[config.mk]
export PLATFORM = sky130hd
export DESIGN_NAME = scld_cmd_exec
export DESIGN_NICKNAME = d
export VERILOG_FILES = /design/src/scld_pkg.sv /design/src/scld_cmd_exec.sv
export SDC_FILE = /design/constraint.sdc
export NUM_CORES = 1
export LEC_CHECK = 0
export BUFFER_PORTS_ARGS = -buffer_cell sky130_fd_sc_hd__buf_2
export CORE_MARGIN = 5
export CORE_UTILIZATION = 45
export CTS_BUF_LIST = sky130_fd_sc_hd__clkbuf_16
export CTS_CLUSTER_DIAMETER = 50
export CTS_CLUSTER_SIZE = 20
export DETAILED_ROUTE_END_ITERATION = 10
export GPL_ROUTABILITY_DRIVEN = 0
export PLACE_DENSITY = 0.84
export SLEW_MARGIN = 10
export SYNTH_ARGS = -nofsm -noshare
export SYNTH_HDL_FRONTEND = slang
export SYNTH_SLANG_ARGS = --single-unit
[constraint.sdc]
create_clock -name clk -period 1.3 [get_ports clk]
set_input_delay 0.13 -clock clk [delete_from_list [all_inputs] [get_ports clk]]
set_output_delay 0.13 -clock clk [all_outputs]
set_load 0.005 [all_outputs]
[src/scld_pkg.sv]
// shared types, character codes and command word tables for the command line decoder
`timescale 1ns / 1ps
package scld_pkg;

    localparam int VALUE_W = 16;

    localparam logic [7:0] CH_NUL     = 8'd0;
    localparam logic [7:0] CH_TAB     = 8'd9;
    localparam logic [7:0] CH_NEWLINE = 8'd10;
    localparam logic [7:0] CH_CR      = 8'd13;
    localparam logic [7:0] CH_SPACE   = 8'd32;
    localparam logic [7:0] CH_PLUS    = 8'd43;
    localparam logic [7:0] CH_MINUS   = 8'd45;
    localparam logic [7:0] CH_ZERO    = 8'd48;
    localparam logic [7:0] CH_NINE    = 8'd57;
    localparam logic [7:0] CH_LOWER_A = 8'd97;
    localparam logic [7:0] CH_LOWER_Z = 8'd122;
    localparam logic [7:0] CASE_GAP   = 8'd32;

    // magnitude clamp: one past the largest positive value so -32768 stays reachable
    localparam logic [VALUE_W-1:0] MAG_CLAMP = 16'd32768;
    localparam logic [VALUE_W-1:0] POS_MAX   = 16'h7FFF;

    localparam int ARG_SLOTS = 3;

    typedef enum logic [2:0] {
        ST_UNKNOWN   = 3'd0,
        ST_STOP      = 3'd1,
        ST_SPEED     = 3'd2,
        ST_COLOR     = 3'd3,
        ST_SPEED_USE = 3'd4,
        ST_COLOR_USE = 3'd5,
        ST_EMPTY     = 3'd6
    } line_status_t;

    typedef enum logic [1:0] {
        PH_LEAD,
        PH_SIGNED,
        PH_DIGITS,
        PH_DONE
    } num_phase_t;

    typedef struct packed {
        logic [7:0] rx_byte;
    } rx_item_t;

    typedef struct packed {
        logic signed [VALUE_W-1:0] left_speed;
        logic signed [VALUE_W-1:0] right_speed;
        logic signed [VALUE_W-1:0] led_red;
        logic signed [VALUE_W-1:0] led_green;
        logic signed [VALUE_W-1:0] led_blue;
        logic [2:0]                line_status;
        logic                      line_truncated;
    } result_item_t;

    // what the parser knows about a line when its newline arrives
    typedef struct packed {
        logic                      has_token;
        logic                      is_stop;
        logic                      is_speed;
        logic                      is_color;
        logic                      two_args;
        logic                      three_args;
        logic signed [VALUE_W-1:0] arg0;
        logic signed [VALUE_W-1:0] arg1;
        logic signed [VALUE_W-1:0] arg2;
        logic                      truncated;
    } line_summary_t;

    function automatic logic [7:0] stop_char(input logic [2:0] idx);
        logic [7:0] c;
        c = CH_NUL;
        case (idx)
            3'd0: c = "S";
            3'd1: c = "T";
            3'd2: c = "O";
            3'd3: c = "P";
            default: c = CH_NUL;
        endcase
        return c;
    endfunction

    function automatic logic [7:0] speed_char(input logic [2:0] idx);
        logic [7:0] c;
        c = CH_NUL;
        case (idx)
            3'd0: c = "S";
            3'd1: c = "P";
            3'd2: c = "E";
            3'd3: c = "E";
            3'd4: c = "D";
            default: c = CH_NUL;
        endcase
        return c;
    endfunction

    function automatic logic [7:0] color_char(input logic [2:0] idx);
        logic [7:0] c;
        c = CH_NUL;
        case (idx)
            3'd0: c = "C";
            3'd1: c = "O";
            3'd2: c = "L";
            3'd3: c = "O";
            3'd4: c = "R";
            default: c = CH_NUL;
        endcase
        return c;
    endfunction

endpackage

[src/scld_cmd_exec.sv]
// command execution: speed and led value registers and line status
`timescale 1ns / 1ps
module scld_cmd_exec (
    input  logic                   clk,
    input  logic                   rst_n,
    input  logic                   line_end,
    input  scld_pkg::line_summary_t summary,
    output scld_pkg::result_item_t result
);
    import scld_pkg::*;

    logic signed [VALUE_W-1:0] left_reg,  left_next;
    logic signed [VALUE_W-1:0] right_reg, right_next;
    logic signed [VALUE_W-1:0] red_reg,   red_next;
    logic signed [VALUE_W-1:0] green_reg, green_next;
    logic signed [VALUE_W-1:0] blue_reg,  blue_next;
    line_status_t              status;

    always_comb
    begin
        left_next  = left_reg;
        right_next = right_reg;
        red_next   = red_reg;
        green_next = green_reg;
        blue_next  = blue_reg;
        status     = ST_UNKNOWN;
        if (!summary.has_token)
            status = ST_EMPTY;
        else if (summary.is_stop)
        begin
            left_next  = '0;
            right_next = '0;
            status     = ST_STOP;
        end
        else if (summary.is_speed)
        begin
            if (!summary.two_args)
                status = ST_SPEED_USE;
            else
            begin
                left_next  = summary.arg0;
                right_next = summary.arg1;
                status     = ST_SPEED;
            end
        end
        else if (summary.is_color)
        begin
            if (!summary.three_args)
                status = ST_COLOR_USE;
            else
            begin
                red_next   = summary.arg0;
                green_next = summary.arg1;
                blue_next  = summary.arg2;
                status     = ST_COLOR;
            end
        end
    end

    always_ff @(posedge clk or negedge rst_n)
    begin
        if (!rst_n)
        begin
            left_reg  <= '0;
            right_reg <= '0;
            red_reg   <= '0;
            green_reg <= '0;
            blue_reg  <= '0;
        end
        else if (line_end)
        begin
            left_reg  <= left_next;
            right_reg <= right_next;
            red_reg   <= red_next;
            green_reg <= green_next;
            blue_reg  <= blue_next;
        end
    end

    always_comb
    begin
        result.left_speed     = left_next;
        result.right_speed    = right_next;
        result.led_red        = red_next;
        result.led_green      = green_next;
        result.led_blue       = blue_next;
        result.line_status    = status;
        result.line_truncated = summary.truncated;
    end

endmodule
==> load_flow_metrics.sql <==
INSERT INTO impl_metrics (metric_group, metric, value, unit) VALUES
('timing', 'max_freq', '650.1', 'MHz'),
('min_path', 'hold_path_end', 'blue_reg[10]$_DFFE_PN0P_', ''),
('power', 'power.static_leakage', '2.876', 'nW'),
('die', 'die-width', '105.6', 'um'),
('critical_path', 'r2r_setup_slack', '0.35', 'ns'),
('run_status', 'run_status', 'finished, violations left', ''),
('timing', 'rsz0062_at_grt', 'yes', ''),
('die', 'area_of_the_placeable_core', '9065', 'um2'),
('clock_network', 'cts.reportedPaths.clkPinSlew', '0.06', 'ns'),
('timing', 'timing.final.crit_period', '1.538', 'ns'),
('timing', 'setup_violations', '49', ''),
('power', 'total_power_divided_by_cell_area', '1292', 'nW/um2'),
('critical_path', 'crit_chain', 'buf_6, nand3b_4, nor3b_4, buf_6, buf_12, mux2_1, buf_2', ''),
('detailed_routing', 'detail_route.first_pass.iterations', '4', ''),
('critical_path', 'cp_slowest_cell', 'sky130_fd_sc_hd__mux2_1', ''),
('power', 'power.ir.vdd_worst', '0.0007237', 'V'),
('placed_design', 'dp.final_hpwl', '7267', 'um'),
('layout', 'layout-drive-gt1-share', '0.5416', ''),
('layout', 'layout.area.seq', '2002', 'um2'),
('min_path', 'hp-class', 'in -> reg', ''),
('global_route', 'grt_remaining_overflow', '0', ''),
('detailed_routing', 'dr.first_iter.drc_count', '129', ''),
('layout', 'multi_input_area', '2066', 'um2'),
('critical_path', 'worst_ep_required_time', '1.17', 'ns'),
('yosys', 'ys_warn_count', '0', ''),
('timing', 'worst_slack', '-0.2383', 'ns'),
('layout', 'mostFrequentLayoutCells', '118 x sky130_fd_sc_hd__buf_2, 80 x sky130_fd_sc_hd__dfrtp_1, 64 x sky130_fd_sc_hd__nand2_1', ''),
('clock_network', 'tritoncts', 'yes', ''),
('layout', 'stdcell_count', '628', ''),
('critical_path', 'critical_path.n_buffers_inverters', '4', ''),
('min_path', 'timing.hold.worst_path_depth', '2', ''),
('critical_path', 'cp_slowest_stage_delay', '0.34', 'ns'),
('critical_path', 'critical_path.reg2reg.endpoint', 'left_reg[1]$_DFFE_PN0P_', ''),
('die', 'num_io_pins', '142', ''),
('global_route', 'grt_pass1_vias', '3586', ''),
('clock_network', 'ctsHtreeMaxLevel', '3', ''),
('layout', 'n_antenna_cell', '0', ''),
('global_route', 'grt_use_total', '0.1988', ''),
('yosys', 'synth_edf_count', '0', ''),
('timing', 'slew-limit-headroom', '0.7139', ''),
('run_status', 'violations', 'setup timing', ''),
('detailed_routing', 'routed-via-count', '3447', ''),
('global_route', 'globalRouteMet3Util', '0.05144', ''),
('clock_network', 'tritoncts.num_buffers', '9', ''),
('job', 'max-cap-violations', '0', ''),
('layout', 'nNetsFinal', '571', ''),
('die', 'initial_core_util', '0.4541', ''),
('yosys', 'yosysSeqAreaShare', '0.4863', ''),
('global_route', 'pin_count_of_the_biggest_net_entering_global_routing', '81', ''),
('detailed_routing', 'drt-wirelength-per-cell', '17.91', 'um'),
('detailed_routing', 'detail_route.vias_per_cell', '5.489', ''),
('detailed_routing', 'drc', '0', ''),
('yosys', 'post_synth_num_cell_types', '25', ''),
('detailed_routing', 'route.antenna.remaining_nets', '0', ''),
('timing', 'setup_tns_final', '-9.851', 'ns'),
('yosys', 'synth-async-reset-ratio', '1.000', ''),
('global_route', 'grt_pass1_wl', '17930', 'um'),
('critical_path', 'ff2ff_path_depth', '3', ''),
('timing', 'period_share', '1.183', ''),
('timing', 'fin_skew', '0', 'ns'),
('layout', 'area_growth_syn_to_layout', '41.03', '%'),
('layout', 'layout_commonest_cell', 'sky130_fd_sc_hd__buf_2', ''),
('critical_path', 'total_number_of_cells_along_the_worst_setup_path', '7', ''),
('die', 'die_footprint', '11160', 'um2'),
('critical_path', 'worst_ep_arrival_time', '1.41', 'ns'),
('critical_path', 'max_fo_critical_path', '14', ''),
('critical_path', 'dominant_cell_type_by_count_on_the_critical_path', 'sky130_fd_sc_hd__buf_6', ''),
('clock_network', 'clock_sinks', '80', ''),
('clock_network', 'cts_root_buffer', 'sky130_fd_sc_hd__clkbuf_16', ''),
('critical_path', 'path_delay_family', 'buffers and inverters', ''),
('die', 'fp-row-count', '35', '');
==> stage by stage <==
| stage | setup slack, ns | hold slack (ns) | utilization | cell area [um2] | power (mW) |
|---|---|---|---|---|---|
| 2_1_floorplan | -0.004979 | -0.1656 | - | 4116 | 3.957 |
| 5_1_grt | -0.2839 | 0.04189 | 0.6404 | 5806 | 7.904 |
| 3_3_place_gp | -0.2207 | 0.1842 | 0.5593 | 5070 | 4.662 |
| 4_1_cts | -0.2054 | 0.03804 | 0.6243 | 5659 | 7.457 |
| 3_5_place_dp | -0.2656 | 0.1946 | 0.5593 | 5070 | 4.758 |
| 6_report | -0.2383 | 0.04737 | 0.6404 | 5806 | 7.501 |
==> per-layer routing <==
metal / wire [um] / vias to the layer above
met5: 0 / -
met3: 677 / 15
met1: 4841 / 1726
met2: 5588 / 123
li1: - / 1583
met4: 140 / 0
==> synthesized netlist by cell type (all sizes together), types with 2 or more instances <==
cell type,count,area (um2)
buf,22,158.9
clkbuf,8,30.03
dfrtp,80,2002
nand2,65,244.0
o21ai,4,20.01
o22ai,2,12.51
a22oi,4,30.03
nor2b,2,12.51
nor3b,2,25.02
a22o,30,262.8
a21oi,31,155.2
inv,3,11.26
mux2,96,1081
==> cell type report <==
cell class	instances	share of cell area
Timing Repair Buffer	175	0.2239
Clock buffer	9	0.03879
Tap cell	111	0.02392
Clock inverter	6	0.01078
Multi-Input combinational cell	244	0.3558
Inverter	3	0.001940
Sequential cell	80	0.3448
==> worst max path at each step <==
stage	slack [ns]	start	endpoint
2_1_floorplan	-0.005	summary[52]	result[10]
3_3_place_gp	-0.22	summary[52]	result[29]
3_5_place_dp	-0.27	summary[52]	result[42]
4_1_cts	-0.21	summary[52]	result[45]
5_1_grt	-0.28	summary[52]	result[49]
6_report	-0.24	summary[52]	result[15]
==> power by group <==
part | switching (mW) | internal [mW] | total (mW)
sequential | 0.219 | 2.89 | 3.11
combinational | 0.768 | 1.18 | 1.95
clock | 0.970 | 1.47 | 2.44
total | 1.96 | 5.54 | 7.50
==> what timing repair did <==
item,in CTS,in global routing
setup buffers,3,2
gates cloned,3,1
pin swaps,1,3
hold buffers,1,0
endpoints found under the setup margin,79,77
resized for setup,46,25
hold endpoints to repair,80,0
==> cell families (layout without fill, tap and decap cells) <==
group	after synthesis	in the layout	synth area share
flip-flops	80	80	0.4863
multiplexers	96	96	0.2626
AO/OA/AOI/OAI	73	73	0.1204
buffers and inverters	33	193	0.04863
AND/OR/NAND/NOR	75	75	0.08207
(Power assumes the default switching activity.)
