--- src/scld_pkg.sv ---
// shared types, character codes and command word tables for the command line decoder
`timescale 1ns / 1ps
package scld_pkg;

    localparam int VALUE_W = 16;

    localparam logic [7:0] CH_NUL     = 8'd0;
    localparam logic [7:0] CH_TAB     = 8'd9;
    localparam logic [7:0] CH_NEWLINE = 8'd10;
    localparam logic [7:0] CH_CR      = 8'd13;
    localparam logic [7:0] CH_SPACE   = 8'd32;
    localparam logic [7:0] CH_PLUS    = 8'd43;
    localparam logic [7:0] CH_MINUS   = 8'd45;
    localparam logic [7:0] CH_ZERO    = 8'd48;
    localparam logic [7:0] CH_NINE    = 8'd57;
    localparam logic [7:0] CH_LOWER_A = 8'd97;
    localparam logic [7:0] CH_LOWER_Z = 8'd122;
    localparam logic [7:0] CASE_GAP   = 8'd32;

    // magnitude clamp: one past the largest positive value so -32768 stays reachable
    localparam logic [VALUE_W-1:0] MAG_CLAMP = 16'd32768;
    localparam logic [VALUE_W-1:0] POS_MAX   = 16'h7FFF;

    localparam int ARG_SLOTS = 3;

    typedef enum logic [2:0] {
        ST_UNKNOWN   = 3'd0,
        ST_STOP      = 3'd1,
        ST_SPEED     = 3'd2,
        ST_COLOR     = 3'd3,
        ST_SPEED_USE = 3'd4,
        ST_COLOR_USE = 3'd5,
        ST_EMPTY     = 3'd6
    } line_status_t;

    typedef enum logic [1:0] {
        PH_LEAD,
        PH_SIGNED,
        PH_DIGITS,
        PH_DONE
    } num_phase_t;

    typedef struct packed {
        logic [7:0] rx_byte;
    } rx_item_t;

    typedef struct packed {
        logic signed [VALUE_W-1:0] left_speed;
        logic signed [VALUE_W-1:0] right_speed;
        logic signed [VALUE_W-1:0] led_red;
        logic signed [VALUE_W-1:0] led_green;
        logic signed [VALUE_W-1:0] led_blue;
        logic [2:0]                line_status;
        logic                      line_truncated;
    } result_item_t;

    // what the parser knows about a line when its newline arrives
    typedef struct packed {
        logic                      has_token;
        logic                      is_stop;
        logic                      is_speed;
        logic                      is_color;
        logic                      two_args;
        logic                      three_args;
        logic signed [VALUE_W-1:0] arg0;
        logic signed [VALUE_W-1:0] arg1;
        logic signed [VALUE_W-1:0] arg2;
        logic                      truncated;
    } line_summary_t;

    function automatic logic [7:0] stop_char(input logic [2:0] idx);
        logic [7:0] c;
        c = CH_NUL;
        case (idx)
            3'd0: c = "S";
            3'd1: c = "T";
            3'd2: c = "O";
            3'd3: c = "P";
            default: c = CH_NUL;
        endcase
        return c;
    endfunction

    function automatic logic [7:0] speed_char(input logic [2:0] idx);
        logic [7:0] c;
        c = CH_NUL;
        case (idx)
            3'd0: c = "S";
            3'd1: c = "P";
            3'd2: c = "E";
            3'd3: c = "E";
            3'd4: c = "D";
            default: c = CH_NUL;
        endcase
        return c;
    endfunction

    function automatic logic [7:0] color_char(input logic [2:0] idx);
        logic [7:0] c;
        c = CH_NUL;
        case (idx)
            3'd0: c = "C";
            3'd1: c = "O";
            3'd2: c = "L";
            3'd3: c = "O";
            3'd4: c = "R";
            default: c = CH_NUL;
        endcase
        return c;
    endfunction

endpackage

--- src/scld_line_parser.sv ---
// per-byte tokenizer: command word match and argument number accumulation
`timescale 1ns / 1ps
module scld_line_parser #(
    parameter int LINE_BYTES = 64,
    parameter int MAX_ARGS   = 4
) (
    input  logic                   clk,
    input  logic                   rst_n,
    input  logic                   step,
    input  logic [7:0]             rx_byte,
    output scld_pkg::line_summary_t summary
);
    import scld_pkg::*;

    localparam int PW = $clog2(LINE_BYTES);
    localparam int TW = $clog2(MAX_ARGS + 2);
    localparam logic [PW-1:0] POS_LIMIT = PW'(LINE_BYTES - 1);
    localparam logic [TW-1:0] TOK_LIMIT = TW'(MAX_ARGS + 1);

    logic [PW-1:0]      pos_reg, pos_next;
    logic [TW-1:0]      tok_reg, tok_next;
    logic [2:0]         flags_reg, flags_next;
    logic [2:0]         wcnt_reg, wcnt_next;
    num_phase_t         phase_reg, phase_next;
    logic [VALUE_W-1:0] arg_val_reg [ARG_SLOTS];
    logic [VALUE_W-1:0] arg_val_next [ARG_SLOTS];
    logic               arg_neg_reg [ARG_SLOTS];
    logic               arg_neg_next [ARG_SLOTS];
    logic               ovf_reg, ovf_next;
    logic               in_tok_reg, in_tok_next;
    logic               ended_reg, ended_next;

    logic [7:0]         up_ch;
    logic [TW-1:0]      tok_eff;
    num_phase_t         phase_start;
    num_phase_t         phase_after;
    logic [1:0]         slot;
    logic               is_digit, is_ws, is_sign;
    logic               neg_load, val_load;
    logic [19:0]        acc_wide;
    logic [VALUE_W-1:0] acc_val;
    logic               token_byte;
    logic               word_act, arg_act;

    assign up_ch = (rx_byte >= CH_LOWER_A && rx_byte <= CH_LOWER_Z) ?
                   rx_byte - CASE_GAP : rx_byte;
    assign is_digit = (rx_byte >= CH_ZERO) && (rx_byte <= CH_NINE);
    assign is_ws    = (rx_byte >= CH_TAB) && (rx_byte <= CH_CR);
    assign is_sign  = (rx_byte == CH_PLUS) || (rx_byte == CH_MINUS);

    // a byte that belongs to a token (not dropped, not after a nul, not a space)
    assign token_byte = step && (rx_byte != CH_NEWLINE) && (pos_reg < POS_LIMIT) &&
                        !ended_reg && (rx_byte != CH_NUL) && (rx_byte != CH_SPACE);

    assign tok_eff = (!in_tok_reg && tok_reg < TOK_LIMIT) ? tok_reg + TW'(1) : tok_reg;
    assign phase_start = in_tok_reg ? phase_reg : PH_LEAD;
    assign slot = 2'(tok_eff - TW'(2));
    assign word_act = token_byte && (tok_eff == TW'(1));
    assign arg_act  = token_byte && (tok_eff >= TW'(2)) && (tok_eff <= TW'(4));

    // digit accumulate with clamp, x10 as two shifts
    assign acc_wide = (20'(arg_val_reg[slot]) << 3) + (20'(arg_val_reg[slot]) << 1) +
                      20'(rx_byte - CH_ZERO);
    assign acc_val  = (acc_wide > 20'(MAG_CLAMP)) ? MAG_CLAMP : acc_wide[VALUE_W-1:0];

    // number phase next state
    always_comb
    begin
        phase_after = phase_start;
        unique case (phase_start) inside
            PH_LEAD:
            begin
                if (is_ws)
                    phase_after = PH_LEAD;
                else if (is_sign)
                    phase_after = PH_SIGNED;
                else if (is_digit)
                    phase_after = PH_DIGITS;
                else
                    phase_after = PH_DONE;
            end
            PH_SIGNED, PH_DIGITS:
                phase_after = is_digit ? PH_DIGITS : PH_DONE;
            default:
                phase_after = PH_DONE;
        endcase
    end

    // number phase outputs
    always_comb
    begin
        neg_load = 1'b0;
        val_load = 1'b0;
        unique case (phase_start) inside
            PH_LEAD:
            begin
                neg_load = !is_ws && is_sign;
                val_load = !is_ws && !is_sign && is_digit;
            end
            PH_SIGNED, PH_DIGITS:
                val_load = is_digit;
            default:
            begin
                neg_load = 1'b0;
                val_load = 1'b0;
            end
        endcase
    end

    always_comb
    begin
        pos_next    = pos_reg;
        tok_next    = tok_reg;
        flags_next  = flags_reg;
        wcnt_next   = wcnt_reg;
        phase_next  = phase_reg;
        ovf_next    = ovf_reg;
        in_tok_next = in_tok_reg;
        ended_next  = ended_reg;
        for (int i = 0; i < ARG_SLOTS; i++)
        begin
            arg_val_next[i] = arg_val_reg[i];
            arg_neg_next[i] = arg_neg_reg[i];
        end

        if (step)
        begin
            if (rx_byte == CH_NEWLINE)
            begin
                pos_next    = '0;
                tok_next    = '0;
                flags_next  = 3'b111;
                wcnt_next   = '0;
                phase_next  = PH_LEAD;
                ovf_next    = 1'b0;
                in_tok_next = 1'b0;
                ended_next  = 1'b0;
                for (int i = 0; i < ARG_SLOTS; i++)
                begin
                    arg_val_next[i] = '0;
                    arg_neg_next[i] = 1'b0;
                end
            end
            else if (pos_reg >= POS_LIMIT)
            begin
                ovf_next = 1'b1;
            end
            else
            begin
                pos_next = pos_reg + PW'(1);
                if (!ended_reg)
                begin
                    if (rx_byte == CH_NUL)
                        ended_next = 1'b1;
                    else if (rx_byte == CH_SPACE)
                        in_tok_next = 1'b0;
                    else
                    begin
                        in_tok_next = 1'b1;
                        tok_next    = tok_eff;
                        phase_next  = phase_start;
                    end
                end
            end

            if (word_act)
            begin
                if (wcnt_reg >= 3'd4 || stop_char(wcnt_reg) != up_ch)
                    flags_next[0] = 1'b0;
                if (wcnt_reg >= 3'd5 || speed_char(wcnt_reg) != up_ch)
                    flags_next[1] = 1'b0;
                if (wcnt_reg >= 3'd5 || color_char(wcnt_reg) != up_ch)
                    flags_next[2] = 1'b0;
                if (wcnt_reg < 3'd6)
                    wcnt_next = wcnt_reg + 3'd1;
            end

            if (arg_act)
            begin
                phase_next = phase_after;
                if (neg_load)
                    arg_neg_next[slot] = (rx_byte == CH_MINUS);
                if (val_load)
                    arg_val_next[slot] = acc_val;
            end
        end
    end

    always_ff @(posedge clk or negedge rst_n)
    begin
        if (!rst_n)
        begin
            pos_reg    <= '0;
            tok_reg    <= '0;
            flags_reg  <= 3'b111;
            wcnt_reg   <= '0;
            phase_reg  <= PH_LEAD;
            ovf_reg    <= 1'b0;
            in_tok_reg <= 1'b0;
            ended_reg  <= 1'b0;
            for (int i = 0; i < ARG_SLOTS; i++)
            begin
                arg_val_reg[i] <= '0;
                arg_neg_reg[i] <= 1'b0;
            end
        end
        else
        begin
            pos_reg    <= pos_next;
            tok_reg    <= tok_next;
            flags_reg  <= flags_next;
            wcnt_reg   <= wcnt_next;
            phase_reg  <= phase_next;
            ovf_reg    <= ovf_next;
            in_tok_reg <= in_tok_next;
            ended_reg  <= ended_next;
            for (int i = 0; i < ARG_SLOTS; i++)
            begin
                arg_val_reg[i] <= arg_val_next[i];
                arg_neg_reg[i] <= arg_neg_next[i];
            end
        end
    end

    function automatic logic [VALUE_W-1:0] signed_value(input logic [VALUE_W-1:0] mag,
                                                        input logic neg);
        logic [VALUE_W-1:0] v;
        if (neg)
            v = '0 - mag;
        else
            v = mag[VALUE_W-1] ? POS_MAX : mag;
        return v;
    endfunction

    always_comb
    begin
        summary.has_token  = (tok_reg != '0);
        summary.is_stop    = flags_reg[0] && (wcnt_reg == 3'd4);
        summary.is_speed   = flags_reg[1] && (wcnt_reg == 3'd5);
        summary.is_color   = flags_reg[2] && (wcnt_reg == 3'd5);
        summary.two_args   = (tok_reg >= TW'(3));
        summary.three_args = (tok_reg >= TW'(4));
        summary.arg0       = signed_value(arg_val_reg[0], arg_neg_reg[0]);
        summary.arg1       = signed_value(arg_val_reg[1], arg_neg_reg[1]);
        summary.arg2       = signed_value(arg_val_reg[2], arg_neg_reg[2]);
        summary.truncated  = ovf_reg;
    end

endmodule

--- config.mk ---
export PLATFORM = sky130hd
export DESIGN_NAME = scld_line_parser
export DESIGN_NICKNAME = d
export VERILOG_FILES = /design/src/scld_pkg.sv /design/src/scld_line_parser.sv
export SDC_FILE = /design/constraint.sdc
export NUM_CORES = 1
export LEC_CHECK = 0
export ABC_CLOCK_PERIOD_IN_PS = 12700
export BUFFER_PORTS_ARGS = -buffer_cell sky130_fd_sc_hd__buf_2
export CAP_MARGIN = 20
export CORE_UTILIZATION = 55
export DETAILED_ROUTE_END_ITERATION = 8
export HOLD_SLACK_MARGIN = 0.15
export PLACE_DENSITY = 0.76
export SETUP_SLACK_MARGIN = 0.1
export SLEW_MARGIN = 20
export SYNTH_ARGS = -nofsm -noshare
export SYNTH_HDL_FRONTEND = slang
export SYNTH_SLANG_ARGS = --single-unit
--- constraint.sdc ---
create_clock -name clk -period 12.7 [get_ports clk]
set_input_delay 0 -clock clk [delete_from_list [all_inputs] [get_ports clk]]
set_output_delay 0 -clock clk [all_outputs]
set_load 0.02 [all_outputs]
==> results.ini, run 1 <==
[run_status]
status = completed

[power_and_ir_drop]
irDropWorstVdd_mv = 0.0728
p_leak_uw = 0.00374
power.density_nw_per_um2 = 115

[final_layout]
syn_to_final_growth_pct = 9.07
nNetsFinal = 1082
antennaDiodeCount = 0
largest_reg_flops = 48
drive_gt1_share_pct = 10.7

[worst_hold_path]
min_path_cells = 4
worst_hold_path_type = primary input to flop

[yosys]
synth_area_leaders = dfrtp_1, ha_1, nand2_1, o21ai_0, nor2_1
synth_common_cells = nand2_1, nor2_1, o21ai_0
async_flop_share_pct = 100
syn_area_sq_um = 7250
ys.flop_type = dfrtp_1
syn-num-nets = 1062
ys_seq_elements = 71
synth_warnings = 0
synth_cell_types = 72
synth_edf_count = 0
synth_most_common_cell = nand2_1
seq_area_frac_synth_pct = 24.6
synth_area_leader_cell = dfrtp_1
synth_top_area_share_pct = 23.5
synthCells = 996
postSynthAreaPerCell_sq_um = 7.27

[clock_network]
numCtsBuffers = 9
h-tree-depth = 3
cts_tree = built
clk_latency_ns = 0.34
path_clk_slew_ns = 0.06
cts_setup_buffers = 0
clock-sinks = 71
cts_root_buf = clkbuf_16
ctsLongestPathBuffers = 2

[sta]
worst_slew_pin_slew_ns = 1.08
hold_viol = 0
hold_slack_ns = 0.215
slew_headroom_pct = 27.4
post-route-period-util_pct = 53.0
setup_viol = 0
rsz0062_at_grt = no
fin_setup_tns_ns = 0
fin_crit_ns = 6.73
fin_skew_ns = 0.00882
timing.fmax_ghz = 0.149
slew_violations = 0

[worst_setup_path]
rr_worst_depth = 14
slowest_stage = nor2_1
crit_family = compound AO/OA/AOI/OAI gates
rrSetupSlack_ns = 5.97
startpoint_type = flop
path_buf_inv = 1
critical_path_class = flop to flop
slowest_delay_ns = 0.95
worstPathCellList = or2_2 -> a22o_1 -> nor2_1 -> a21oi_1 -> fa_1 -> inv_1 -> ha_1 -> a21oi_1 -> o21ai_0 -> or4_1 -> o21ai_0 -> a2bb2oi_4 -> nand4_1 -> o31ai_1
cp_max_fo = 37
cp.arrival_ns = 6.95
timing.critical_path.required_ns = 12.93
critical_path.endpoint_type = flop
crit_cells = 14

[drt]
wl_per_cell_um = 17.3
vias = 7452
ant_nets = 0
drc = 0
firstDrtPassIters = 5
vias_per_cell = 6.25
drt_wl_total_um = 20600
drtIter0Drc = 638

[grt]
grt_pass1_wl_um = 32700
grt_start_max_net_pins = 72
grt-ovfl-total = 0
grt_use_total_pct = 31.0
antenna_found_initial = 0
grt_pass1_vias = 6442

[placed_design]
portBuffers = 65
place_congestion = 0.915
dpl.hpwl_um = 14900

[die]
initial_core_util_pct = 57.0
num_io_pins = 66
die-area_sq_um = 13600
rows = 41
core_sq_um = 12700
die_y_um = 117
die_w_um = 117

[run]
max-cap-violations = 0

-- cell usage in the layout, fill, tap and decap left out, types with 13 or more instances in the layout --
cell,netlist,layout
nand4_1,47,47
xor2_1,15,15
nand2_1,126,126
ha_1,40,40
o21ai_0,83,83
dfrtp_1,68,68
nand3_1,13,13
a21oi_1,68,68
nor2_1,108,108
inv_1,76,76
a31oi_1,40,40
buf_2,7,65
nor3_1,25,25
fa_1,15,15
or3_1,24,24
-- layer usage --
metal / global-route usage [%] / vias to the layer above / wire (um)
li1: - / 3603 / -
met1: 41.8 / 3490 / 9010
met2: 49.4 / 308 / 9340
met3: 5.87 / 51 / 1600
met4: 12.0 / 0 / 639
met5: 0 / - / 0
-- worst register-to-register path, cell delays in order, from the launching register on --
cell	delay, ns
dfrtp_1	0.45
or2_2	0.37
a22o_1	0.54
nor2_1	0.95
a21oi_1	0.29
fa_1	0.57
inv_1	0.04
ha_1	0.35
a21oi_1	0.27
o21ai_0	0.22
or4_1	0.43
o21ai_0	0.31
a2bb2oi_4	0.75
nand4_1	0.64
o31ai_1	0.44
-- power breakdown --
part	total [uW]	switching (uW)	internal (uW)	leakage (uW)
combinational	366	245	121	0.00263
clock	259	105	154	0.000147
sequential	286	34.8	251	0.000956
-- timing repair --
action,CTS,global route
endpoints found under the hold margin,69,0
resized for setup,0,0
hold buffers,2,0
-- kinds of logic (layout without fill, tap and decap cells) --
family	after synthesis	count (layout)	share of synthesized area (%)
DFF	71	71	24.6
AOI/OAI and AO/OA	289	289	24.8
muxes	11	11	1.52
buffers and inverters	139	164	7.75
and+or+nand+nor	403	403	26.6
adders and majority gates	55	55	11.1
xor gates and xnor gates	28	28	3.75
-- layout make-up --
class	instances	area, sq um
Timing Repair Buffer	72	383
Multi-Input combinational cell	786	4940
Clock inverter	6	70.1
Inverter	76	285
Fill cell	1198	4820
Sequential cell	71	1780
Clock buffer	10	229
Tap cell	172	215
-- through the flow --
step / setup WS (ns) / instances / power [uW] / util, % / cell area (sq um)
finish: 5.97 / 1193 / 911 / 62.1 / 7900
global route: 5.50 / 1193 / 963 / 62.1 / 7900
CTS: 6.13 / 1193 / 903 / 62.0 / 7890
detailed placement: 6.15 / 1175 / 648 / 59.5 / 7570
global placement: 6.32 / 1175 / 640 / 59.5 / 7570
floorplan: 7.74 / 996 / 560 / - / 7250
-- worst paths after layout --
path	startpoint	end
max in group asynchronous	rst_n	arg_val_reg[13]
max	tok_reg[2]	arg_val_reg[11]
min reg2reg	phase_reg[1]	phase_reg[1]
min in group asynchronous	rst_n	wcnt_reg[0]
max reg2reg	tok_reg[2]	arg_val_reg[11]
min	rx_byte[3]	flags_reg[0]
No activity file was read; power rests on OpenSTA's default activity.
==> run 2, diff against run 1 <==
- ABC_CLOCK_PERIOD_IN_PS: 12700 -> 7000
- clock period: 12.7 -> 7 ns (I/O delays scaled with it)
==> results.ini, run 2 (synthesis gave the netlist of run 1 again) <==
[run_status]
status = completed

[clock_network]
cts_root_buf = clkbuf_16
cts_tree = built
path_clk_slew_ns = 0.06  ; about the same
ctsLongestPathBuffers = 2  ; unchanged
h-tree-depth = 3  ; unchanged
cts_resized = 0  ; unchanged
clock-sinks = 71  ; unchanged
cts_setup_buffers = 0  ; unchanged
clk_latency_ns = 0.35  ; about the same
numCtsBuffers = 9  ; unchanged

[final_layout]
largest_reg_flops = 48  ; unchanged
syn_to_final_growth_pct = 8.91
final_area_sq_um = 7890  ; -0.14%
layout_commonest_cell = nand2_1
seq_area_sq_um = 1780  ; unchanged
fillers = 1233  ; +2.9%
antennaDiodeCount = 0  ; unchanged
most-common-layout-cells = nand2_1, nor2_1, o21ai_0
drive_gt1_share_pct = 10.6  ; -0.042 points
multiInputGateArea_sq_um = 4910  ; -0.58%
utilization_pct = 62.0  ; -0.089 points
nNetsFinal = 1086  ; +0.37%

[worst_setup_path]
critical_path_class = flop to flop
startpoint_type = flop
timing.critical_path.required_ns = 7.25  ; -5.68 ns
cp_max_fo = 37  ; unchanged
critical_path.endpoint_type = flop
cp.arrival_ns = 6.20  ; -0.75 ns

[power_and_ir_drop]
power.density_nw_per_um2 = 207  ; +80%
irDropWorstVdd_mv = 0.114  ; +57%
p_leak_uw = 0.00374  ; +0.18%

[sta]
rsz0062_at_grt = no
post-route-period-util_pct = 85.0  ; +32 points
fin_setup_tns_ns = 0  ; unchanged
fin_crit_ns = 5.95  ; -0.773 ns
worst_slew_pin_slew_ns = 1.13  ; +0.0435 ns
setup_viol = 0  ; unchanged
hold_slack_ns = 0.219  ; +0.00428 ns
slew_headroom_pct = 24.3  ; -3.1 points
slew_violations = 0  ; unchanged
hold_viol = 0  ; unchanged
fin_skew_ns = 0.00903  ; +0.000212 ns
timing.fmax_ghz = 0.168  ; +13%

[drt]
drt_wl_total_um = 20800  ; +1.2%
drtIter0Drc = 752  ; +18%
vias = 7478  ; +0.35%
wl_per_cell_um = 17.4  ; +0.88%
ant_nets = 0  ; unchanged
vias_per_cell = 6.25  ; about the same
firstDrtPassIters = 5  ; unchanged
drc = 0  ; unchanged

[grt]
grtUsageMet2_pct = 49.1  ; -0.32 points
grt_pass1_vias = 6404  ; -0.59%
use_met1_pct = 45.4  ; +3.6 points
antenna_found_initial = 0  ; unchanged
busiest_layer = met2
grt_pass1_wl_um = 33700  ; +2.8%
grt-ovfl-total = 0  ; unchanged
grt_start_max_net_pins = 72  ; unchanged
grt_use_met3_pct = 5.36  ; -0.51 points
grt_use_total_pct = 32.0  ; +1.0 points

[die]
rows = 41  ; unchanged
die_y_um = 117  ; unchanged
die_w_um = 117  ; unchanged
die-area_sq_um = 13600  ; unchanged
core_sq_um = 12700  ; unchanged
num_io_pins = 66  ; unchanged
initial_core_util_pct = 57.0  ; unchanged

[worst_hold_path]
worst_hold_path_type = primary input to flop

[run]
max-cap-violations = 0  ; unchanged

[placed_design]
portBuffers = 65  ; unchanged
post_dp_cell_area_sq_um = 7580  ; +0.25%
dpl.hpwl_um = 15100  ; +1.5%
place_congestion = 0.982  ; +7.3%

==> run 2: changes by cell type in the layout (fill, tap and decap cells not counted), moves of 2 or more <==
cell	before	now
buf_4	5	9
clkbuf_8	0	2
o21ai_1	7	10
o21ai_2	3	0
==> run 2: repair_timing <==
| item | 4_1_cts | 5_1_grt |
|---|---|---|
| endpoints found under the hold margin | 69 | 0 |
| endpoints found under the setup margin | 0 | 0 |
| hold buffers | 2 | 0 |
==> run 2: critical path: stages, from the launching register on <==
cell,delay (ns)
dfrtp_1,0.44
or2_2,0.36
a22oi_2,0.70
nand2_1,0.15
a21oi_1,0.18
a21oi_1,0.09
fa_1,0.53
inv_1,0.04
ha_1,0.37
a21o_1,0.24
a221o_1,0.38
a211oi_1,0.28
a22oi_1,0.19
xnor2_4,0.77
nand4_1,0.69
o31ai_1,0.43
==> run 2: path summary, 6_finish.rpt <==
kind	to	cells after the start	slack, ns	start
worst max-delay path	arg_val_reg[13]	15	1.05	tok_reg[2]
worst min-delay path	flags_reg[0]	4	0.22	rx_byte[7]
worst max register to register	arg_val_reg[13]	15	1.05	tok_reg[2]
worst min register to register	phase_reg[1]	1	0.48	phase_reg[1]
max in group asynchronous	arg_val_reg[10]	3	5.97	rst_n
min in group asynchronous	wcnt_reg[0]	3	0.38	rst_n
==> run 2: layer usage <==
metal | vias to the layer above | wire [um]
met4 | 0 | 570
li1 | 3618 | -
met2 | 294 | 9340
met3 | 43 | 1340
met1 | 3523 | 9580
met5 | - | 0
==> run 2: power by group <==
group	internal [uW]	switching (uW)
sequential	455	62.5
combinational	226	442
clock	260	188
total	941	692
==> run 2: area by class of cell <==
| type | count | share of cell area, % |
|---|---|---|
| clock buffers | 12 | 3.25 |
| flip-flops and latches | 71 | 22.6 |
| repair buffers | 76 | 5.23 |
| inverters | 76 | 3.62 |
| multi-input cells | 786 | 62.2 |
| well taps | 172 | 2.73 |
| clock inverters | 4 | 0.381 |
==> run 2: through the flow <==
stage,instances,setup WS [ns],total power (uW)
after CTS,1197,1.14,1620
final,1197,1.05,1630
after global routing,1197,0.479,1730
after floorplan,996,2.04,1020
after detailed placement,1179,1.19,1180
after global placement,1179,1.29,1170
==> run 3, diff against run 2 <==
- ABC_CLOCK_PERIOD_IN_PS: 7000 -> 6390
- SETUP_SLACK_MARGIN: 0.1 -> 0.3
- clock period: 7 -> 6.39 ns (I/O delays scaled with it)
==> results.ini, run 3 (synthesis gave the netlist of run 1 again) <==
[worst_setup_path]
rr_worst_depth = 16  ; +1
rr_startpoint = tok_reg[2]
path_buf_inv = 3  ; +2
critical_path.endpoint_type = flop
r2r-end = arg_val_reg[21]
startpoint_type = flop
critical_path_class = flop to flop
timing.critical_path.required_ns = 6.59  ; -0.66 ns
slowest_stage = a22oi_2
cp.arrival_ns = 5.65  ; -0.55 ns
rrSetupSlack_ns = 0.94  ; -0.11 ns
worstPathCellList = or2_2 -> a22oi_2 -> mux2i_1 -> o21a_1 -> inv_1 -> fa_1 -> inv_1 -> fa_1 -> nor2b_1 -> o31ai_2 -> a21oi_1 -> o221ai_1 -> and4b_1 -> a41oi_2 -> buf_4 -> o21ai_0
crit_family = compound AO/OA/AOI/OAI gates
cp_max_fo = 36  ; -2.7%
slowest_delay_ns = 0.68  ; -0.09 ns

[placed_design]
dpl.hpwl_um = 14800  ; -2.0%
dp_slack_ns = 1.02  ; -0.167 ns
portBuffers = 65  ; unchanged
place_congestion = 0.913  ; -7.0%

[clock_network]
ctsLongestPathBuffers = 2  ; unchanged
cts_tree = built
h-tree-depth = 3  ; unchanged
path_clk_slew_ns = 0.06  ; about the same
numCtsBuffers = 9  ; unchanged
clock-sinks = 71  ; unchanged
cts_root_buf = clkbuf_16
cts_resized = 0  ; unchanged
clk_latency_ns = 0.35  ; about the same
cts_setup_buffers = 0  ; unchanged

[drt]
vias_per_cell = 6.28  ; +0.47%
drtIter0Drc = 808  ; +7.4%
drt_wl_total_um = 20800  ; -0.42%
ant_nets = 0  ; unchanged
wl_per_cell_um = 17.3  ; -0.34%
drc = 0  ; unchanged
vias = 7507  ; +0.39%
firstDrtPassIters = 5  ; unchanged

[sta]
timing.fmax_ghz = 0.183  ; +9.2%
hold_viol = 0  ; unchanged
setup_slack_ns = 0.938  ; -0.110 ns
rsz0062_at_grt = no
slew_headroom_pct = 37.4  ; +13 points
fin_skew_ns = 0.00660  ; -0.00243 ns
fin_setup_tns_ns = 0  ; unchanged
setup_viol = 0  ; unchanged
slew_violations = 0  ; unchanged
fin_crit_ns = 5.45  ; -0.500 ns
worst_slew_pin_slew_ns = 0.939  ; -0.190 ns
post-route-period-util_pct = 85.3  ; +0.29 points

[grt]
grt_pass1_vias = 6360  ; -0.69%
grt_use_total_pct = 31.5  ; -0.48 points
grt_pass1_wl_um = 33200  ; -1.3%
grt-ovfl-total = 0  ; unchanged
use_met1_pct = 45.0  ; -0.36 points
grt_use_met3_pct = 5.66  ; +0.31 points
busiest_layer = met2
grtUsageMet2_pct = 47.6  ; -1.5 points
grt_start_max_net_pins = 72  ; unchanged
antenna_found_initial = 0  ; unchanged

[die]
die_y_um = 117  ; unchanged
die-area_sq_um = 13600  ; unchanged
num_io_pins = 66  ; unchanged
rows = 41  ; unchanged
initial_core_util_pct = 57.0  ; unchanged
die_w_um = 117  ; unchanged
core_sq_um = 12700  ; unchanged

[final_layout]
drive_gt1_share_pct = 10.9  ; +0.30 points
most-common-layout-cells = nand2_1, nor2_1, o21ai_0
nNetsFinal = 1086  ; unchanged
syn_to_final_growth_pct = 9.88
largest_reg_flops = 48  ; unchanged
antennaDiodeCount = 0  ; unchanged
layout_commonest_cell = nand2_1

[power_and_ir_drop]
p_leak_uw = 0.00377  ; +0.70%
irDropWorstVdd_mv = 0.143  ; +25%
power.density_nw_per_um2 = 238  ; +15%

[worst_hold_path]
hold_path.startpoint = rx_byte[7]
min_to = flags_reg[0]
worst_hold_path_type = primary input to flop
min_path_cells = 4  ; unchanged

[run]
max-cap-violations = 0  ; unchanged

[run_status]
status = completed

==> run 3: through the flow <==
step                instance area (sq um)  total power (uW)  util (%)  std cells  hold WS (ns)
finish                               7960              1900      62.6       1196         0.227
CTS                                  7950              1890      62.5       1196         0.199
global placement                     7580              1280      59.6       1178         0.269
floorplan                            7250              1110         -        996        -0.296
global route                         7960              2010      62.6       1196         0.262
detailed placement                   7590              1290      59.6       1179         0.279
==> run 3: layout make-up <==
cell class	count	area, sq um
Clock inverter	5	106
Timing Repair Buffer	76	413
Tap cell	172	215
Multi-Input combinational cell	786	4920
Clock buffer	10	239
Sequential cell	71	1780
Inverter	76	285
Fill cell	1220	4760
==> run 3: per-layer routing <==
metal	part of all wire, %	wire length [um]
met5	0	0
met4	3.1	643
met3	8.0	1660
met2	44	9180
met1	45	9270
==> run 3: report_power, final <==
part           total (uW)  switching, uW  internal [uW]
clock network         595            204            390
logic                 735            488            247
registers             569           69.7            499
==> run 3: tightest hold or removal path: cells and delay by family <==
kind	cells	cell delay [ns]
AND/OR/NAND/NOR	1	0.07
buffers and inverters	1	0.16
AO/OA/AOI/OAI	2	0.33
==> run 3: repair_timing <==
action / 4_1_cts / 5_1_grt
setup endpoints to repair: 0 / 0
hold buffers: 2 / 0
hold endpoints to repair: 69 / 0
==> run 3: how the worst max path moves through the flow <==
| stage | startpoint | to | slack [ns] | depth (start not counted) |
|---|---|---|---|---|
| 2_1_floorplan | tok_reg[2] | arg_val_reg[11] | 1.43 | 18 |
| 3_3_place_gp | tok_reg[2] | arg_val_reg[30] | 1.15 | 15 |
| 3_5_place_dp | tok_reg[2] | arg_val_reg[29] | 1.02 | 15 |
| 4_1_cts | tok_reg[2] | arg_val_reg[21] | 1.02 | 16 |
| 5_1_grt | tok_reg[2] | arg_val_reg[29] | 0.55 | 15 |
| 6_report | tok_reg[2] | arg_val_reg[21] | 0.94 | 16 |
